**src/hw/rtl/tks_pkg.sv**
```systemverilog
// Package for the topic key store: sizes, operation codes and the structs
// passed between the pipeline registers and the table. No dependencies.
package tks_pkg;

    localparam int ENTRIES   = 16;
    localparam int HASH_BITS = 64;
    localparam int KEY_BITS  = 64;

    // Slot index and used-count widths follow from the table depth.
    localparam int IDX_W = $clog2(ENTRIES);
    localparam int CNT_W = $clog2(ENTRIES + 1);

    // Fixed widths of the item fields.
    localparam int FUNC_W  = 3;
    localparam int WORD_W  = 64;
    localparam int SLOT_W  = 4;
    localparam int ECNT_W  = 5;

    typedef enum logic [FUNC_W-1:0] {
        FN_CLEAR_ALL    = 3'd0,
        FN_LOOKUP       = 3'd1,
        FN_READ_KEY     = 3'd2,
        FN_SET_KEY      = 3'd3,
        FN_REMOVE       = 3'd4,
        FN_CLEAR_TOPICS = 3'd5,
        FN_SET_ID       = 3'd6
    } t_func;

    typedef enum logic {
        ST_OK   = 1'b0,
        ST_FAIL = 1'b1
    } t_status;

    typedef struct packed {
        logic [FUNC_W-1:0] func;
        logic [WORD_W-1:0] topic_digest;
        logic [WORD_W-1:0] key_in;
        logic [SLOT_W-1:0] slot_index;
        logic              hash_present;
        logic              key_present;
    } t_cmd;

    typedef struct packed {
        logic              status;
        logic [SLOT_W-1:0] found_index;
        logic [WORD_W-1:0] key_out;
        logic [ECNT_W-1:0] entry_count;
    } t_rsp;

    // Outcome of the parallel hash compare and the two priority encoders.
    typedef struct packed {
        logic [ENTRIES-1:0] match;
        logic               hit;
        logic [IDX_W-1:0]   hit_idx;
        logic               free_ok;
        logic [IDX_W-1:0]   free_idx;
    } t_lookup;

endpackage

```
**src/hw/rtl/tks_in_if.sv**
```systemverilog
// Command channel of the topic key store: valid/ready handshake and the
// fields of one command item. Depends on tks_pkg for the field widths.
interface tks_in_if;
    logic                      valid;
    logic                      ready;
    logic [tks_pkg::FUNC_W-1:0] func;
    logic [tks_pkg::WORD_W-1:0] topic_digest;
    logic [tks_pkg::WORD_W-1:0] key_in;
    logic [tks_pkg::SLOT_W-1:0] slot_index;
    logic                      hash_present;
    logic                      key_present;

    modport source (
        output valid, func, topic_digest, key_in, slot_index, hash_present, key_present,
        input  ready
    );
    modport sink (
        input  valid, func, topic_digest, key_in, slot_index, hash_present, key_present,
        output ready
    );
endinterface

```
**src/hw/rtl/tks_out_if.sv**
```systemverilog
// Response channel of the topic key store: valid/ready handshake and the
// fields of one response item. Depends on tks_pkg for the field widths.
interface tks_out_if;
    logic                      valid;
    logic                      ready;
    logic                      status;
    logic [tks_pkg::SLOT_W-1:0] found_index;
    logic [tks_pkg::WORD_W-1:0] key_out;
    logic [tks_pkg::ECNT_W-1:0] entry_count;

    modport source (
        output valid, status, found_index, key_out, entry_count,
        input  ready
    );
    modport sink (
        input  valid, status, found_index, key_out, entry_count,
        output ready
    );
endinterface

```
**src/hw/rtl/tks_lookup.sv**
```systemverilog
// Parallel hash compare over all slots with priority encoders for the
// lowest matching used slot and the lowest free slot. Depends on tks_pkg.
module tks_lookup (
    input  logic [tks_pkg::ENTRIES-1:0]   i_used,
    input  logic [tks_pkg::HASH_BITS-1:0] i_hashes [tks_pkg::ENTRIES],
    input  logic [tks_pkg::HASH_BITS-1:0] i_hash,
    output tks_pkg::t_lookup              o_lookup
);

    always_comb begin
        o_lookup = '0;
        for (int i = 0; i < tks_pkg::ENTRIES; i++) begin
            o_lookup.match[i] = i_used[i] && (i_hashes[i] == i_hash);
        end
        // Scan downwards so that the lowest slot wins.
        for (int i = tks_pkg::ENTRIES - 1; i >= 0; i--) begin
            if (o_lookup.match[i]) begin
                o_lookup.hit     = 1'b1;
                o_lookup.hit_idx = tks_pkg::IDX_W'(i);
            end
            if (!i_used[i]) begin
                o_lookup.free_ok  = 1'b1;
                o_lookup.free_idx = tks_pkg::IDX_W'(i);
            end
        end
    end

endmodule

```
**src/hw/rtl/tks_table.sv**
```systemverilog
// Slot storage (used flags, hashes, keys, used count) and the combinational
// operation logic that updates it and forms a response. Uses tks_pkg and
// tks_lookup.
module tks_table (
    input  logic          i_clk,
    input  logic          i_rst_n,
    input  logic          i_fire,
    input  tks_pkg::t_cmd i_cmd,
    output tks_pkg::t_rsp o_rsp
);

    logic [tks_pkg::ENTRIES-1:0]   r_used;
    logic [tks_pkg::ENTRIES-1:0]   n_used;
    logic [tks_pkg::CNT_W-1:0]     r_count;
    logic [tks_pkg::CNT_W-1:0]     n_count;
    logic [tks_pkg::HASH_BITS-1:0] r_hash [tks_pkg::ENTRIES];
    logic [tks_pkg::KEY_BITS-1:0]  r_key  [tks_pkg::ENTRIES];

    logic [tks_pkg::HASH_BITS-1:0] hash;
    logic [tks_pkg::KEY_BITS-1:0]  key;
    logic [tks_pkg::IDX_W-1:0]     rd_idx;
    logic [tks_pkg::IDX_W-1:0]     wr_idx;
    logic                          hash_we;
    logic                          key_we;
    logic                          rd_in_range;
    tks_pkg::t_lookup              lk;

    assign hash        = i_cmd.topic_digest[tks_pkg::HASH_BITS-1:0];
    assign key         = i_cmd.key_in[tks_pkg::KEY_BITS-1:0];
    assign rd_idx      = tks_pkg::IDX_W'(i_cmd.slot_index);
    assign rd_in_range = int'(i_cmd.slot_index) < tks_pkg::ENTRIES;

    tks_lookup u_lookup (
        .i_used   (r_used),
        .i_hashes (r_hash),
        .i_hash   (hash),
        .o_lookup (lk)
    );

    always_comb begin
        n_used  = r_used;
        n_count = r_count;
        wr_idx  = '0;
        hash_we = 1'b0;
        key_we  = 1'b0;
        o_rsp   = '0;

        case (i_cmd.func)
            tks_pkg::FN_CLEAR_ALL: begin
                n_used  = '0;
                n_count = '0;
            end
            tks_pkg::FN_LOOKUP: begin
                if (lk.hit) begin
                    o_rsp.found_index = tks_pkg::SLOT_W'(lk.hit_idx);
                end else begin
                    o_rsp.status = tks_pkg::ST_FAIL;
                end
            end
            tks_pkg::FN_READ_KEY: begin
                if (rd_in_range && r_used[rd_idx]) begin
                    o_rsp.key_out = tks_pkg::WORD_W'(r_key[rd_idx]);
                end else begin
                    o_rsp.status = tks_pkg::ST_FAIL;
                end
            end
            tks_pkg::FN_SET_KEY: begin
                if (lk.hit) begin
                    wr_idx = lk.hit_idx;
                    key_we = 1'b1;
                end else if (lk.free_ok) begin
                    wr_idx           = lk.free_idx;
                    hash_we          = 1'b1;
                    key_we           = 1'b1;
                    n_used[lk.free_idx] = 1'b1;
                    n_count          = r_count + 1'b1;
                end else begin
                    o_rsp.status = tks_pkg::ST_FAIL;
                end
            end
            tks_pkg::FN_REMOVE: begin
                n_used  = r_used & ~lk.match;
                n_count = r_count - tks_pkg::CNT_W'($countones(lk.match));
                if (!lk.hit) begin
                    o_rsp.status = tks_pkg::ST_FAIL;
                end
            end
            tks_pkg::FN_CLEAR_TOPICS: begin
                n_used    = '0;
                n_used[0] = r_used[0];
                n_count   = tks_pkg::CNT_W'(r_used[0]);
            end
            tks_pkg::FN_SET_ID: begin
                hash_we = i_cmd.hash_present;
                key_we  = i_cmd.key_present;
                if (i_cmd.hash_present && i_cmd.key_present && !r_used[0]) begin
                    n_used[0] = 1'b1;
                    n_count   = r_count + 1'b1;
                end
            end
            default: begin
                o_rsp.status = tks_pkg::ST_FAIL;
            end
        endcase

        o_rsp.entry_count = tks_pkg::ECNT_W'(n_count);
    end

    always_ff @(posedge i_clk) begin
        if (!i_rst_n) begin
            r_used  <= '0;
            r_count <= '0;
        end else if (i_fire) begin
            r_used  <= n_used;
            r_count <= n_count;
        end
    end

    always_ff @(posedge i_clk) begin
        if (i_fire && hash_we) begin
            r_hash[wr_idx] <= hash;
        end
        if (i_fire && key_we) begin
            r_key[wr_idx] <= key;
        end
    end

    // The running count must always agree with the used flags.
    a_count_consistent: assert property (@(posedge i_clk) disable iff (!i_rst_n)
        r_count == tks_pkg::CNT_W'($countones(r_used)))
        else $error("used count differs from number of used slots");

    a_clear_all: assert property (@(posedge i_clk) disable iff (!i_rst_n)
        (i_fire && i_cmd.func == tks_pkg::FN_CLEAR_ALL) |=> (r_used == '0))
        else $error("slots still in use after clear all");

    a_remove_no_match: assert property (@(posedge i_clk) disable iff (!i_rst_n)
        (i_fire && i_cmd.func == tks_pkg::FN_REMOVE)
            |=> ((r_used & $past(lk.match)) == '0))
        else $error("matching slot survived remove");

    a_set_id_used: assert property (@(posedge i_clk) disable iff (!i_rst_n)
        (i_fire && i_cmd.func == tks_pkg::FN_SET_ID && i_cmd.hash_present
            && i_cmd.key_present) |=> r_used[0])
        else $error("identity slot not marked used after full set id");

endmodule

```
**src/hw/rtl/topic_key_store.sv**
```systemverilog
// Top level of the topic key store: command register, slot table and
// response register. Uses tks_pkg, tks_in_if, tks_out_if and tks_table.
//
//  Channel   Direction  Handshake          Carries
//  i_cmd     in         valid/ready        func, topic_digest, key_in, slot_index,
//                                          hash_present, key_present
//  o_rsp     out        valid/ready        status, found_index, key_out, entry_count
//
// Each command item is captured in the command register; it is then carried out against
// the slot table and its response item is loaded into the response register once that
// register can take it, after which the response is held valid until it is taken.
// One item is accepted every cycle while the response is not stalled; the rate is set by
// the combinational compare of all stored hashes and the priority encoders behind it.
// A stalled response holds the response register, and the command register
// behind it takes at most one more item before the input ready drops.
// Synchronous active-low reset empties both registers and marks every slot free;
// stored hashes and keys are not cleared, since a free slot is never read.
module topic_key_store (
    input  logic  i_clk,
    input  logic  i_rst_n,
    tks_in_if.sink    i_cmd,
    tks_out_if.source o_rsp
);

    logic          r_cmd_valid;
    tks_pkg::t_cmd r_cmd;
    logic          r_rsp_valid;
    tks_pkg::t_rsp r_rsp;
    tks_pkg::t_rsp rsp;
    logic          rsp_take;
    logic          fire;

    // The response register can take a new item when empty or being drained.
    assign rsp_take    = !r_rsp_valid || o_rsp.ready;
    assign fire        = r_cmd_valid && rsp_take;
    assign i_cmd.ready = !r_cmd_valid || rsp_take;

    always_ff @(posedge i_clk) begin
        if (!i_rst_n) begin
            r_cmd_valid <= 1'b0;
        end else if (i_cmd.ready) begin
            r_cmd_valid <= i_cmd.valid;
        end
    end

    always_ff @(posedge i_clk) begin
        if (i_cmd.ready && i_cmd.valid) begin
            r_cmd.func         <= i_cmd.func;
            r_cmd.topic_digest <= i_cmd.topic_digest;
            r_cmd.key_in       <= i_cmd.key_in;
            r_cmd.slot_index   <= i_cmd.slot_index;
            r_cmd.hash_present <= i_cmd.hash_present;
            r_cmd.key_present  <= i_cmd.key_present;
        end
    end

    tks_table u_table (
        .i_clk   (i_clk),
        .i_rst_n (i_rst_n),
        .i_fire  (fire),
        .i_cmd   (r_cmd),
        .o_rsp   (rsp)
    );

    always_ff @(posedge i_clk) begin
        if (!i_rst_n) begin
            r_rsp_valid <= 1'b0;
        end else if (rsp_take) begin
            r_rsp_valid <= r_cmd_valid;
        end
    end

    always_ff @(posedge i_clk) begin
        if (fire) begin
            r_rsp <= rsp;
        end
    end

    assign o_rsp.valid       = r_rsp_valid;
    assign o_rsp.status      = r_rsp.status;
    assign o_rsp.found_index = r_rsp.found_index;
    assign o_rsp.key_out     = r_rsp.key_out;
    assign o_rsp.entry_count = r_rsp.entry_count;

endmodule

```
**src/flat_wrapper.sv**
```systemverilog
// flat-port wrapper written by rule: the top's interface ports become plain ports
module topic_key_store_flat 
  (i_clk, i_rst_n, i_cmd_valid, i_cmd_func, i_cmd_topic_digest, i_cmd_key_in, i_cmd_slot_index, i_cmd_hash_present, i_cmd_key_present, i_cmd_ready, o_rsp_valid, o_rsp_status, o_rsp_found_index, o_rsp_key_out, o_rsp_entry_count, o_rsp_ready);
  tks_in_if i_cmd_i ();
  tks_out_if o_rsp_i ();
  input  logic i_clk;
  input  logic i_rst_n;
  input wire logic [$bits(i_cmd_i.valid)-1:0] i_cmd_valid;
  input wire logic [$bits(i_cmd_i.func)-1:0] i_cmd_func;
  input wire logic [$bits(i_cmd_i.topic_digest)-1:0] i_cmd_topic_digest;
  input wire logic [$bits(i_cmd_i.key_in)-1:0] i_cmd_key_in;
  input wire logic [$bits(i_cmd_i.slot_index)-1:0] i_cmd_slot_index;
  input wire logic [$bits(i_cmd_i.hash_present)-1:0] i_cmd_hash_present;
  input wire logic [$bits(i_cmd_i.key_present)-1:0] i_cmd_key_present;
  output wire logic [$bits(i_cmd_i.ready)-1:0] i_cmd_ready;
  output wire logic [$bits(o_rsp_i.valid)-1:0] o_rsp_valid;
  output wire logic [$bits(o_rsp_i.status)-1:0] o_rsp_status;
  output wire logic [$bits(o_rsp_i.found_index)-1:0] o_rsp_found_index;
  output wire logic [$bits(o_rsp_i.key_out)-1:0] o_rsp_key_out;
  output wire logic [$bits(o_rsp_i.entry_count)-1:0] o_rsp_entry_count;
  input wire logic [$bits(o_rsp_i.ready)-1:0] o_rsp_ready;
  assign i_cmd_i.valid = i_cmd_valid;
  assign i_cmd_i.func = i_cmd_func;
  assign i_cmd_i.topic_digest = i_cmd_topic_digest;
  assign i_cmd_i.key_in = i_cmd_key_in;
  assign i_cmd_i.slot_index = i_cmd_slot_index;
  assign i_cmd_i.hash_present = i_cmd_hash_present;
  assign i_cmd_i.key_present = i_cmd_key_present;
  assign i_cmd_ready = i_cmd_i.ready;
  assign o_rsp_valid = o_rsp_i.valid;
  assign o_rsp_status = o_rsp_i.status;
  assign o_rsp_found_index = o_rsp_i.found_index;
  assign o_rsp_key_out = o_rsp_i.key_out;
  assign o_rsp_entry_count = o_rsp_i.entry_count;
  assign o_rsp_i.ready = o_rsp_ready;
  topic_key_store u_core (.i_clk(i_clk), .i_rst_n(i_rst_n), .i_cmd(i_cmd_i), .o_rsp(o_rsp_i));
endmodule
```
**config.mk**
```make
export PLATFORM = sky130hd
export DESIGN_NAME = topic_key_store_flat
export DESIGN_NICKNAME = d
export VERILOG_FILES = /design/src/hw/rtl/tks_pkg.sv /design/src/hw/rtl/tks_in_if.sv /design/src/hw/rtl/tks_out_if.sv /design/src/hw/rtl/tks_lookup.sv /design/src/hw/rtl/tks_table.sv /design/src/hw/rtl/topic_key_store.sv /design/src/flat_wrapper.sv
export SDC_FILE = /design/constraint.sdc
export NUM_CORES = 2
export LEC_CHECK = 0
export ABC_AREA = 1
export BUFFER_PORTS_ARGS = -buffer_cell sky130_fd_sc_hd__buf_2
export CAP_MARGIN = 20
export CORE_MARGIN = 2
export CORE_UTILIZATION = 30
export DETAILED_ROUTE_END_ITERATION = 7
export GPL_TIMING_DRIVEN = 0
export MAX_ROUTING_LAYER = met4
export SETUP_SLACK_MARGIN = 0.5
export SYNTH_ARGS = -nofsm -noshare
export SYNTH_HDL_FRONTEND = slang
export SYNTH_SLANG_ARGS = --single-unit
```
**constraint.sdc**
```tcl
create_clock -name i_clk -period 6.8 [get_ports i_clk]
set_input_delay 0.34 -clock i_clk [delete_from_list [all_inputs] [get_ports i_clk]]
set_output_delay 0.34 -clock i_clk [all_outputs]
set_load 0.03 [all_outputs]
```
* Word level (Yosys, flattened, before mapping)
Memories as Yosys holds them, arrays and structs flattened. A register that Yosys moved wholly into a read port is not among the register bits. Index checks and enable logic that the tools add are counted. Widths: inputs -> output; s select.
Word-level totals: input port bits 141, bits in writable memories 1024, output and inout port bits 76, register bits 1194, memories 1
Memories:
- u_core.u_table.r_key | depth 16, width 64, rd ports 1, clocked after Yosys merged registers in 1, write ports 1, RTL line tks_table.sv:17 | logic [tks_pkg::KEY_BITS-1:0] r_key [tks_pkg::ENTRIES];
Operators by class: $add $sub $neg 17, $lt $le $gt $ge 5, equality and inequality tests 25, multiplexer cells 63, bitwise logic cells 4, reduce and logical (&&, ||, !) cells 40
Operators with widths (number):
- $bwmux 1024 | 1
- $eq 64x64->1 | 16
- $demux 64 s4 | 1
- $mux 5 | 35
- $mux 64 | 1
- $pmux 15 s3 | 1
- $mux 16 | 2
- $pmux 5 s5 | 1
- $logic_and 1x1->1 | 24
- $add 1x1->2 | 8
- $and 16x16->16 | 1
- $not 16->16 | 1
- $or 16x16->16 | 1
- $add 2x2->3 | 4
- $mux 1 | 12
- $mux 4 | 3
- $lt 4x5->1 const B | 2
- $eq 3x3->1 const B | 3
- $add 3x3->4 | 2
- $pmux 1 s4 | 2
- $eq 3x2->1 const B | 2
- $ne 2x2->1 const B | 3
- $add 4x4->5 | 1
- $add 5x1->5 const B | 1
- other kinds (19) | 26

* Depth between registers and ports, before layout
depth in word-level cells 26, mapped depth 34, depth with buffers taken out 33

* Hierarchy
From an unflattened synthesis, not the netlist that was laid out.
Unflattened totals: cell total of the unflattened synthesis 7363, area, all modules 94279.2 um2
Modules (own cells, without submodules):
- tks_table | times used 1, area an instance 74232.4 um2, sequential area each 61919.4 um2, cells each 4662
- tks_lookup | times used 1, area an instance 13615.6 um2, sequential area each 0.0 um2, cells each 2477
- topic_key_store | times used 1, area an instance 6431.2 um2, sequential area each 6376.1 um2, cells each 224

* Worst setup path before layout
No wires, ideal clock.
kind register to register, start register u_core.r_cmd[129] in the netlist's numbering, end register u_core.u_table.r_count[3] in the netlist's numbering, library setup time 0.116 ns, data required time 6.684 ns, slack 0.789 ns, stages on the path, launching flop included 30, arrival 5.895 ns, path buffers 2, cell sequence edfxtp_1 -> buf_6 -> buf_6 -> xor2_1 -> nor2_1 -> nand4_1 -> nor4_2 -> nand3_1 -> fa_1 -> inv_1 -> ha_1 -> or2_2 -> fa_1 -> fa_1 -> fa_1 -> inv_1 -> fa_1 -> inv_1 -> ha_1 -> nand2_1 -> inv_1 -> nor2_1 -> nor2_1 -> nor2_1 -> o21ai_0 -> a21oi_1 -> a211oi_1 -> nand3_1 -> o21ai_0 -> inv_1
RTL lines:
- start, declared | RTL line topic_key_store.sv:26 | tks_pkg::t_cmd r_cmd;
- end signal, assigned | RTL line tks_table.sv:115 | r_count <= n_count;
- end, declared | RTL line tks_table.sv:14 | logic [tks_pkg::CNT_W-1:0] r_count;

==> results.txt <==
The synthesized design contains 2259 enable-type register cells. The launch point of the worst path is u_core.r_cmd[121]. In this run the number of H-tree levels came out at 4. The pin count of the biggest net entering global routing came out at ~70. The post-synthesis compound-gate area fraction came out at 6.722%. The final critical-path share of the clock period is 96.64%. Setup violations remaining at the end of the flow were counted as 0.

TritonCTS built the clock tree. The TritonCTS sink count came out at between 2000 and 2500. The clock period could shrink to 6572 ps. STA classifies the critical path endpoint as a flop.

The data required time of the critical path came out at 7550 ps. The worst register-to-register path ends at u_core.u_table.r_count[3]. Summed over its instances, the top area cell type makes up 71.96% of the synthesized netlist area. Global routing consumed, over all layers together, 17.72% of the routing resources. The final hold slack is 76.10 ps.

The slowest stage of the critical path belongs to the cell sky130_fd_sc_hd__fa_1. The final hold violation count is 0. Setup repair after global routing could not meet its margin everywhere. The clock skew after layout is roughly 76 ps. The die extent in x came out at 564.6 um. Synthesis produced a netlist with a net count of between 6000 and 7000.

The setup TNS after final layout is 0 ps. The number of cells on the worst reg-to-reg path is 30. The main flop type after synthesis is sky130_fd_sc_hd__edfxtp_1. After clock tree synthesis, the clock-pin slew on the worst setup and hold paths is around 70 ps. In this run the worst hold path is classified as primary input to flop. The remaining number of nets flagged by the antenna check after routing came out at 0.

The post-synthesis area per instance is 13.98 sq um. The reg-to-reg critical path startpoint is u_core.r_cmd[121]. The wire length of the first global-routing pass came out at 398600 um. The internal reg-to-reg setup slack is 230 ps.

The highest ir drop seen on vdd is around 0.21 mV. The total overflow left after global routing is 0. The number of ports placed on the die boundary came out at 217.

The max-cap check violation count is 0. The largest stage delay on the critical path is 550 ps. The share of synthesized cell area in full adder, half adder and majority cells is 0.6079%. The total number of yosys warnings came out at 0. The number of detailed-routing iterations run before antenna repair came out at 7. The via density per instance is 4.882. The height of the chip is 564.6 um. The worst-case hold path end point is u_core.r_cmd[40]. The final wirelength came out at 282300 um. Of the total synthesized cell area, the portion taken by XOR and XNOR cells is 8.223%. The overall via count from detail_route came out at 58192. The timing-limited maximum frequency came out at 0.1522 GHz. The tree is rooted in a sky130_fd_sc_hd__clkbuf_16.

The relative max-transition margin is between 10% and 20%. The critical setup path kind is flop to flop. The design draws 30.39 mW. The launch point of the worst hold path is i_cmd_valid. Leaving out fill and tap cells, the most frequent cells in the layout are sky130_fd_sc_hd__edfxtp_1 (2259), sky130_fd_sc_hd__nor2_1 (1050), sky130_fd_sc_hd__xor2_1 (715), sky130_fd_sc_hd__o21ai_0 (557), sky130_fd_sc_hd__nand2_1 (366). The clock insertion delay at the later pin of the skew report is 910 ps. The initial antenna violation count is 15. For the pin with the worst max-slew slack, the measured transition is 1323 ps. Summed over all cells, the static leakage comes to 38.43 nW. For this run, asynchronously set or reset flops after synthesis account for 0%. The proportion of synthesized area in mux cells came out at 0%.

The final RePlAce weighted congestion came out at roughly 0.87. The number of DRC markers in iteration 0 is roughly 6500. In the final layout, the share of cells above drive strength 1 is 15.03%.

The simple-gate share of the synthesized area is 8.541%. The area overhead of the layout relative to synthesis came out at 20.71%. Summed over all instances, the cell type with the most area after synthesis is sky130_fd_sc_hd__edfxtp_1. The worst setup path is launched from a flop. The netlist area before placement is 94270 sq um.

The critical path data arrival time is between 7000 and 8000 ps. The number of distinct library cell variants in the gate-level netlist after synthesis came out at 57. The most common library cell in the layout ignoring fill and taps is sky130_fd_sc_hd__edfxtp_1. TritonCTS created 234 clock buffers. The core region is 312200 sq um.

The highest net fanout along the worst path is 2. The deepest clock path buffer count is 4. The power density relative to cell area came out at 267.0 nW/um^2. The fraction of the yosys area taken by sequential cells is roughly 72%.

The gate count after technology mapping came out at 6744. The total count of max-transition violations in the final report is 0. The worst hold path stage count is 3. The most numerous cell type found on the critical path is sky130_fd_sc_hd__fa_1.

Buffers placed on the I/O ports in this run total between 200 and 250. Detailed placement finished with a half-perimeter wire length of 191100 um. The run finished with clean final reports. After floorplanning, the core was divided into 205 placement rows. After the last flow step, the layout net total stands at 7761.

The starting utilization of the core area is 30.20%. The area of the die came out at 318700 sq um. The largest family of logic cells by synthesized area is simple AND/OR/NAND/NOR gates. For this run, design rule violations remaining after detail routing come to 0.

The number of filler instances in the final layout is between 20000 and 30000. Sorting the synthesized cells by area gives the leading types as sky130_fd_sc_hd__edfxtp_1 (72%), sky130_fd_sc_hd__xor2_1 (6.7%), sky130_fd_sc_hd__nor2_1 (4.4%). The number of global-route vias before repair is 57013. The mean routed wirelength per cell came out at between 20 and 25 um. The number of flip-flops and latches in the synthesized netlist is 2282.
-- worst max path at each step --
| stage | end | cells past startpoint |
|---|---|---|
| finish | u_core.u_table.r_count[3] | 30 |
| global route | u_core.u_table.r_count[3] | 31 |
| CTS | u_core.u_table.r_count[3] | 31 |
| detailed placement | u_core.u_table.r_count[3] | 29 |
| global placement | u_core.u_table.r_key[12][33] | 17 |
| floorplan | u_core.u_table.r_count[3] | 29 |
-- synth_stat cells (all sizes together) (20+ instances only) --
cell,n
inv,268
nor3,20
edfxtp,2259
o21ai,570
dfxtp,23
nand4,142
o22ai,81
o211ai,79
a21oi,132
xnor2,168
nor2,1126
or2,22
nor3b,26
nor4,32
xor2,717
buf,143
clkbuf,216
nand2,385
o221ai,179
nand3,98
-- critical path, delay by kind of cell (launching register included) --
family                     cells  cell delay (ps)
adders and majority gates      7             2940
DFF                            1              420
xor gates and xnor gates       1              150
and+or+nand+nor               10             1700
buffers and inverters          8              700
AOI/OAI and AO/OA              4              510
-- routing by layer --
metal	up-vias	wire [um]	GRT usage, %
li1	26025	-	-
met1	28915	113900	22.18
met2	2634	133700	28.37
met3	618	21290	2.869
met4	0	13400	7.721
met5	-	0	-
-- what timing repair did --
action                                  CTS  global route
pin swaps                                39            49
resized for setup                       107            76
hold buffers                            140             0
endpoints found under the hold margin   153             0
gates cloned                              0             0
setup buffers                           113            30
endpoints found under the setup margin   10             8
-- report_power, final --
group	internal (mW)	switching, mW
logic	0.685	1.31
clock network	7.18	5.48
registers	15.6	0.164
-- sequential cells by signal, summed over array words and instances, names as in the netlist --
| signal | count |
|---|---|
| u_core.o_rsp.key_out | 64 |
| u_core.o_rsp.valid | 1 |
| u_core.o_rsp.found_index | 4 |
| u_core.o_rsp.status | 1 |
| u_core.o_rsp.entry_count | 5 |
| u_core.u_table.r_key | 1024 |
| u_core.u_table.r_count | 5 |
| u_core.u_table.r_used | 16 |
| u_core.u_table.r_hash | 1024 |
| u_core.r_cmd_valid | 1 |
| u_core.r_cmd | 137 |
-- cell type report --
class / instances / area, sq um / area share, %
Timing Repair Buffer: 605 / 5872 / 5.160
Clock buffer: 265 / 5972 / 5.248
Clock inverter: 159 / 1479 / 1.300
Sequential cell: 2282 / 68300 / 60.02
Buffer: 359 / 2322 / 2.041
Antenna cell: 7 / 17.52 / 0.01539
Multi-Input combinational cell: 3831 / 23610 / 20.75
Tap cell: 4140 / 5180 / 4.552
Inverter: 272 / 1046 / 0.9192
-- cell families after synthesis --
group,after synthesis
and+or+nand+nor,1854
AOI/OAI and AO/OA,1057
adders and majority gates,35
DFF,2282
xor gates and xnor gates,885
buffers and inverters,631
-- per-stage QoR --
stage,instances,setup WS (ps),cell area (sq um),util [%]
6_report,11920,228.3,113800,36.45
5_1_grt,11916,-90.03,113800,36.45
4_1_cts,11882,185.9,113200,36.27
3_5_place_dp,11205,-990.2,103000,32.99
3_3_place_gp,11099,-4281,100500,32.20
2_1_floorplan,6744,789.3,94270,-
No activity file was read; power rests on OpenSTA's default activity.
